[src/design/bldc_pkg.sv]
// shared types and constants for the buffer length drift corrector
// no dependencies; imported by bldc_div and the top level
package bldc_pkg;

  // field widths
  localparam int LEN_W  = 11;
  localparam int ADJ_W  = 12;
  localparam int RATE_W = 18;
  localparam int ERR_W  = 16;
  localparam int FRAC_W = 19;
  localparam int PROD_W = 28;
  // magnitude of fraction plus error times length fits in this many bits
  localparam int NUM_W  = 27;
  localparam int CFG_IDX_W = 2;
  localparam int CFG_DAT_W = 18;

  localparam int unsigned BLDC_CAPACITY_DEFAULT = 1024;
  localparam logic [RATE_W-1:0] SAMPLE_RATE_RESET = RATE_W'(48000);

  // configuration register indexes
  localparam logic [CFG_IDX_W-1:0] REG_SAMPLE_RATE = CFG_IDX_W'(0);
  localparam logic [CFG_IDX_W-1:0] REG_RATE_ERROR  = CFG_IDX_W'(1);

  // input kinds
  localparam logic KIND_BUFFER = 1'b0;
  localparam logic KIND_START  = 1'b1;

  typedef struct packed {
    logic             kind;
    logic [LEN_W-1:0] buffer_length;
  } in_t;

  typedef struct packed {
    logic [LEN_W-1:0]        corrected_length;
    logic signed [ADJ_W-1:0] sample_adjust;
    logic                    range_error;
  } out_t;

  typedef struct packed {
    logic busy;
    logic done;
  } div_stat_t;

  typedef enum logic [2:0] {
    ST_IDLE,
    ST_MUL,
    ST_ADD,
    ST_ABS,
    ST_DIV,
    ST_FIN
  } state_t;

endpackage

[src/design/bldc_div.sv]
// bit-serial restoring divider, one quotient bit per cycle
// depends on bldc_pkg
module bldc_div import bldc_pkg::*; (
  input  logic              clk,
  input  logic              rst,
  input  logic              start,
  input  logic [NUM_W-1:0]  dividend,
  input  logic [RATE_W-1:0] divisor,
  output logic [NUM_W-1:0]  quotient,
  output logic [RATE_W-1:0] remainder,
  output div_stat_t         stat
);

  localparam int CNT_W = $clog2(NUM_W + 1);

  logic [NUM_W-1:0]  dvd;
  logic [RATE_W-1:0] rem;
  logic [RATE_W-1:0] dsr;
  logic [CNT_W-1:0]  cnt;
  logic              busy;
  logic              done;

  logic [RATE_W:0]   shifted;
  logic [RATE_W+1:0] diff;
  logic              borrow;

  // trial subtract of the divisor from the shifted partial remainder
  assign shifted = {rem, dvd[NUM_W-1]};
  assign diff    = {1'b0, shifted} - {2'b00, dsr};
  assign borrow  = diff[RATE_W+1];

  // control
  always_ff @(posedge clk) begin
    if (rst) begin
      busy <= 1'b0;
      done <= 1'b0;
      cnt  <= '0;
    end else begin
      done <= 1'b0;
      if (start) begin
        busy <= 1'b1;
        cnt  <= CNT_W'(NUM_W);
      end else if (busy) begin
        cnt <= cnt - 1'b1;
        if (cnt == CNT_W'(1)) begin
          busy <= 1'b0;
          done <= 1'b1;
        end
      end
    end
  end

  // datapath
  always_ff @(posedge clk) begin
    if (start) begin
      dvd <= dividend;
      rem <= '0;
      dsr <= divisor;
    end else if (busy) begin
      dvd <= {dvd[NUM_W-2:0], ~borrow};
      rem <= borrow ? shifted[RATE_W-1:0] : diff[RATE_W-1:0];
    end
  end

  assign quotient  = dvd;
  assign remainder = rem;
  assign stat      = '{busy: busy, done: done};

endmodule

[src/design/buffer_length_drift_corrector_unit.sv]
// top level of the buffer length drift corrector
// depends on bldc_pkg and bldc_div
//
// One request per audio buffer. A buffer with a nonzero rate error goes from
// acceptance to result through a multiply, an add, a sign step, the
// iterations of the bit-serial divider, one per quotient bit, a step to see
// the divider finish and a finishing step, which registers the result and
// waits while the output is stalled. The next request is taken back in idle
// after the result is registered. With a zero rate error the finishing step
// follows acceptance directly, and a stream start request gives no result.
// in_stall is high while a request is in work; a finished result waits in
// the output register while the next request is accepted. The fraction is
// kept exactly as a signed remainder over the sample rate; a sample rate of
// zero divides by one.
module buffer_length_drift_corrector_unit import bldc_pkg::*; #(
  parameter int unsigned BUFFER_CAPACITY = BLDC_CAPACITY_DEFAULT
) (
  input  logic                 clk,
  input  logic                 rst,
  input  logic                 in_valid,
  output logic                 in_stall,
  input  in_t                  in_data,
  output logic                 out_valid,
  input  logic                 out_stall,
  output out_t                 out_data,
  input  logic                 cfg_valid,
  output logic                 cfg_ready,
  input  logic [CFG_IDX_W-1:0] cfg_index,
  input  logic [CFG_DAT_W-1:0] cfg_data
);

  localparam int CW = 30;
  localparam logic signed [CW-1:0] CAP_S = CW'(BUFFER_CAPACITY);

  state_t state, state_next;

  logic [RATE_W-1:0]        sample_rate;
  logic signed [ERR_W-1:0]  rate_error;
  logic signed [FRAC_W-1:0] frac;

  logic [LEN_W-1:0]         len;
  logic signed [PROD_W-1:0] prod;
  logic signed [PROD_W-1:0] num;
  logic                     neg;
  logic                     corr_on;

  logic                     in_accept;
  logic                     out_free;
  logic                     div_start;
  logic [NUM_W-1:0]         div_dividend;
  logic [RATE_W-1:0]        div_divisor;
  logic [NUM_W-1:0]         div_quot;
  logic [RATE_W-1:0]        div_rem;
  div_stat_t                div_stat;

  logic signed [CW-1:0]     q;
  logic signed [CW-1:0]     corr_full;
  logic signed [CW-1:0]     corr_clamp;
  logic                     clamped;
  logic signed [FRAC_W-1:0] frac_new;

  assign in_accept = in_valid && !in_stall;
  assign out_free  = !out_valid || !out_stall;
  assign cfg_ready = 1'b1;

  // configuration registers
  always_ff @(posedge clk) begin
    if (rst) begin
      sample_rate <= SAMPLE_RATE_RESET;
      rate_error  <= '0;
    end else if (cfg_valid && cfg_ready) begin
      case (cfg_index)
        REG_SAMPLE_RATE: sample_rate <= cfg_data[RATE_W-1:0];
        REG_RATE_ERROR:  rate_error  <= $signed(cfg_data[ERR_W-1:0]);
        default: ;
      endcase
    end
  end

  // sequencer state register
  always_ff @(posedge clk) begin
    if (rst) begin
      state <= ST_IDLE;
    end else begin
      state <= state_next;
    end
  end

  // next state and control
  always_comb begin
    state_next = state;
    in_stall   = 1'b1;
    div_start  = 1'b0;
    case (state)
      ST_IDLE: begin
        in_stall = 1'b0;
        if (in_valid && in_data.kind == KIND_BUFFER) begin
          state_next = (rate_error != '0) ? ST_MUL : ST_FIN;
        end
      end
      ST_MUL: state_next = ST_ADD;
      ST_ADD: state_next = ST_ABS;
      ST_ABS: begin
        div_start  = 1'b1;
        state_next = ST_DIV;
      end
      ST_DIV: begin
        if (div_stat.done) begin
          state_next = ST_FIN;
        end
      end
      ST_FIN: begin
        if (out_free) begin
          state_next = ST_IDLE;
        end
      end
      default: state_next = ST_IDLE;
    endcase
  end

  // operand capture, product and signed sum
  always_ff @(posedge clk) begin
    if (in_accept) begin
      len     <= in_data.buffer_length;
      corr_on <= (rate_error != '0);
    end
    if (state == ST_MUL) begin
      prod <= PROD_W'(rate_error * $signed({1'b0, len}));
    end
    if (state == ST_ADD) begin
      num <= prod + PROD_W'(frac);
    end
    if (state == ST_ABS) begin
      neg <= num[PROD_W-1];
    end
  end

  // divider operands: magnitude of the sum over the effective sample rate
  assign div_dividend = num[PROD_W-1] ? NUM_W'(-num) : num[NUM_W-1:0];
  assign div_divisor  = (sample_rate == '0) ? RATE_W'(1) : sample_rate;

  bldc_div u_div (
    .clk       (clk),
    .rst       (rst),
    .start     (div_start),
    .dividend  (div_dividend),
    .divisor   (div_divisor),
    .quotient  (div_quot),
    .remainder (div_rem),
    .stat      (div_stat)
  );

  // signed whole part, new fraction and clamp to capacity
  always_comb begin
    q         = '0;
    frac_new  = frac;
    if (corr_on) begin
      q        = neg ? -CW'(div_quot) : CW'(div_quot);
      frac_new = neg ? -FRAC_W'(div_rem) : FRAC_W'(div_rem);
    end
    corr_full  = CW'(len) - q;
    clamped    = 1'b0;
    corr_clamp = corr_full;
    if (corr_full < 0) begin
      corr_clamp = '0;
      clamped    = 1'b1;
    end else if (corr_full > CAP_S) begin
      corr_clamp = CAP_S;
      clamped    = 1'b1;
    end
  end

  // fraction register
  always_ff @(posedge clk) begin
    if (rst) begin
      frac <= '0;
    end else if (in_accept && in_data.kind == KIND_START) begin
      frac <= '0;
    end else if (state == ST_FIN && out_free) begin
      frac <= frac_new;
    end
  end

  // output register
  always_ff @(posedge clk) begin
    if (rst) begin
      out_valid <= 1'b0;
    end else if (state == ST_FIN && out_free) begin
      out_valid <= 1'b1;
    end else if (!out_stall) begin
      out_valid <= 1'b0;
    end
  end

  always_ff @(posedge clk) begin
    if (state == ST_FIN && out_free) begin
      out_data.corrected_length <= corr_clamp[LEN_W-1:0];
      out_data.sample_adjust    <= ADJ_W'(CW'(len) - corr_clamp);
      out_data.range_error      <= clamped;
    end
  end

`ifndef ASSERT_OFF
  // divider finishes only while the sequencer waits for it
  a_div_done_in_div: assert property (@(posedge clk) disable iff (rst)
    div_stat.done |-> state == ST_DIV)
    else $error("divider done outside divide state");

  // divider is running whenever the sequencer waits without a done
  a_div_busy: assert property (@(posedge clk) disable iff (rst)
    (state == ST_DIV && !div_stat.done) |-> div_stat.busy)
    else $error("sequencer waits on an idle divider");

  // a new result appears only from the finishing step
  a_out_from_fin: assert property (@(posedge clk) disable iff (rst)
    $rose(out_valid) |-> $past(state) == ST_FIN)
    else $error("result raised outside finishing step");
`endif

endmodule
[config.mk]
export PLATFORM = sky130hd
export DESIGN_NAME = buffer_length_drift_corrector_unit
export DESIGN_NICKNAME = d
export VERILOG_FILES = /design/src/design/bldc_pkg.sv /design/src/design/bldc_div.sv /design/src/design/buffer_length_drift_corrector_unit.sv
export SDC_FILE = /design/constraint.sdc
export NUM_CORES = 1
export LEC_CHECK = 0
export ABC_CLOCK_PERIOD_IN_PS = 8050
export BUFFER_PORTS_ARGS = -buffer_cell sky130_fd_sc_hd__buf_4
export CORE_MARGIN = 5
export CORE_UTILIZATION = 61
export DETAILED_ROUTE_END_ITERATION = 6
export PLACE_DENSITY_LB_ADDON = 0.05
export SLEW_MARGIN = 20
export SYNTH_ARGS = -nofsm -noshare
export SYNTH_HDL_FRONTEND = slang
export SYNTH_HIERARCHICAL = 1
export SYNTH_SLANG_ARGS = --single-unit
[constraint.sdc]
create_clock -name clk -period 8.05 [get_ports clk]
set_input_delay 1.61 -clock clk [delete_from_list [all_inputs] [get_ports clk]]
set_output_delay 1.61 -clock clk [all_outputs]
set_load 0.02 [all_outputs]
==> results.toml <==
[outcome]
status = "completed"

[floorplan]
die_y_um = 190
initial_utilization = 0.620
num_rows = 65
dieArea_sq_mm = 0.0359
io_pins = 64
core-area_sq_mm = 0.0317
die_width_um = 190

[detailed_routing]
viasPerCell = 5.86
routed_wl_mm = 46.2
drt_iter0_drc = 811
routedWlPerCell_um = 18.3
first_pass_iters = 5
drc = 0
vias = 14800
ant_nets = 0

[global_route]
grt_overflow = 0
grt_util_met2 = 0.448
grt_use_met1 = 0.334
busiest_layer = "met2"
grt_max_degree = 62
grt_pass1_vias = 14800
met3_usage = 0.0327
grt_pass1_wl_mm = 75.3
grtUsageTotal = 0.257
antenna_found_initial = 0

[hold_path]
min_path_type = "flop to flop"

[timing]
slew_violations = 0
finalSetupViolCount = 0
post-route-period-util = 0.874
finalCriticalPeriod_ns = 7.04
clock.fmax_mhz = 142
slew_headroom = 0.356
tns_ns = 0
hold_viol_final = 0
rsz0062_at_grt = "no"
worst_pin_slew_ns = 0.962
skew_ns = 0.0160

[worst_setup_path]
r2r-start = "u_div/quotient[3]$_DFFE_PP_"
worstSetupPathType = "flop to flop"
crit_end = "out_data[10]$_DFFE_PP_"
worstSetupStartpointType = "flop"
path_max_fanout = 13
arrival_ns = 7.32
r2r_cells = 27
crit_start = "u_div/quotient[3]$_DFFE_PP_"
reg2reg_to = "out_data[10]$_DFFE_PP_"
critPathRequiredTime_ns = 8.34
worstSetupEndpointType = "flop"
regToRegSetupSlack_ns = 1.01

[clock_tree]
cts_tree = "done"
path_clk_slew_ns = 0.06
numCtsBuffers = 25
ctsResizeCount = 0
clock_latency_ns = 0.54
htreeDepth = 1
clockBufferDepth = 3
post-cts-setup-buffer-count = 0
cts.sinks = 220
ctsHoldBuffers = 0
cts_root_buf = "clkbuf_16"

[power]
ir_worst_vdd_mv = 0.195
powerDensity_mw_per_mm2 = 179
clockPowerShare = 0.310
swShare = 0.344
p_leak_nw = 8.99
netSwitchingPower_mw = 1.31
p_comb_frac = 0.299
p_seq_frac = 0.391
intPower_mw = 2.49

[logic_synthesis]
syn_avg_cell_area_sq_um = 9.39
synth_cells = 2096
ys_warn_count = 6
synth_nets = 2433
netlist_area_sq_mm = 0.0197

[final_layout]
nets = 2438
layout_commonest_cell = "nand2_1"
fillers = 2615
final_cell_mix = "nand2_1 (275), inv_1 (248), fa_1 (165)"
multiInputGateArea_sq_mm = 0.0126
seq_area_sq_mm = 0.00579
post-route-util = 0.669
diodes = 0
area_growth_pct = 7.85
drive_gt1_frac = 0.0774

[run]
drv_cap = 0

[place]
place_congestion = 0.914
hpwl_mm = 35.9
port_buffers = 62
## power groups by stage
stage	Combinational (mW)	Sequential, mW	Clock, mW
floorplan	0.928	1.41	0
finish	1.13	1.49	1.18
CTS	1.13	1.48	1.20
global placement	1.10	1.50	0
global route	1.27	1.50	1.25
detailed placement	1.12	1.51	0
## cell type report
class	count	share of cell area
Timing Repair Buffer	72	0.0255
Inverter	249	0.0441
Multi-Input combinational cell	1533	0.593
Sequential cell	220	0.273
Tap cell	402	0.0237
Clock inverter	14	0.00761
Clock buffer	32	0.0336
## per-stage QoR
| stage | setup WS [ns] | area [sq um] | total power [mW] | hold WS, ns | instances |
|---|---|---|---|---|---|
| detailed placement | 1.16 | 20300 | 2.63 | 0.443 | 2476 |
| CTS | 1.14 | 21200 | 3.81 | 0.458 | 2522 |
| global placement | 1.31 | 20300 | 2.60 | 0.442 | 2476 |
| floorplan | 1.46 | 19700 | 2.34 | 0.424 | 2096 |
| global route | 0.441 | 21200 | 4.02 | 0.475 | 2522 |
| finish | 1.01 | 21200 | 3.80 | 0.461 | 2522 |
## critical path: stages, from the launching register on
cell,delay [ns]
edfxtp_1,0.45
nor3_1,0.62
nand3_1,0.23
o31a_1,0.29
xor2_1,0.13
nand2_1,0.08
ha_1,0.35
and3_1,0.19
o211ai_1,0.13
o21ba_2,0.21
nor2_1,0.33
or4b_2,0.21
a31oi_1,0.07
or4_1,0.53
a311oi_2,0.37
o2111a_1,0.50
nand3_1,0.13
ha_1,0.30
nor2b_1,0.13
o21ai_0,0.19
a21boi_0,0.14
o21ai_0,0.24
a21boi_0,0.16
o21ai_0,0.25
a21boi_0,0.15
o21ai_0,0.16
nand2b_1,0.10
xor2_1,0.14
## registers in the layout (all words and copies together) (netlist names), 5 cells and up
signal and cells:
u_div/quotient 27, u_div/dsr 18, u_div/remainder 18, len 11, sample_rate 18, prod 28, num 28, u_div/cnt 5
rate_error 16, frac 19, out_data 24
## worst min-delay path by stage
stage                                startpoint                      to  depth (start not counted)
global placement    sample_rate[3]$_SDFFE_PP0P_  u_div/dsr[3]$_DFFE_PP_                          0
floorplan                     num[27]$_DFFE_PP_           neg$_DFFE_PP_                          0
detailed placement  sample_rate[2]$_SDFFE_PP0P_  u_div/dsr[2]$_DFFE_PP_                          0
global route        sample_rate[4]$_SDFFE_PP0P_  u_div/dsr[4]$_DFFE_PP_                          0
CTS                 sample_rate[2]$_SDFFE_PP0P_  u_div/dsr[2]$_DFFE_PP_                          0
finish                    frac[17]$_SDFFE_PP0P_   frac[17]$_SDFFE_PP0P_                          2
## per-layer routing
metal,up-vias,part of all wire
li1,7122,-
met1,7243,0.43
met2,345,0.49
met3,72,0.049
met4,0,0.033
met5,-,0
Note: power is estimated with default switching activity, not from simulation.
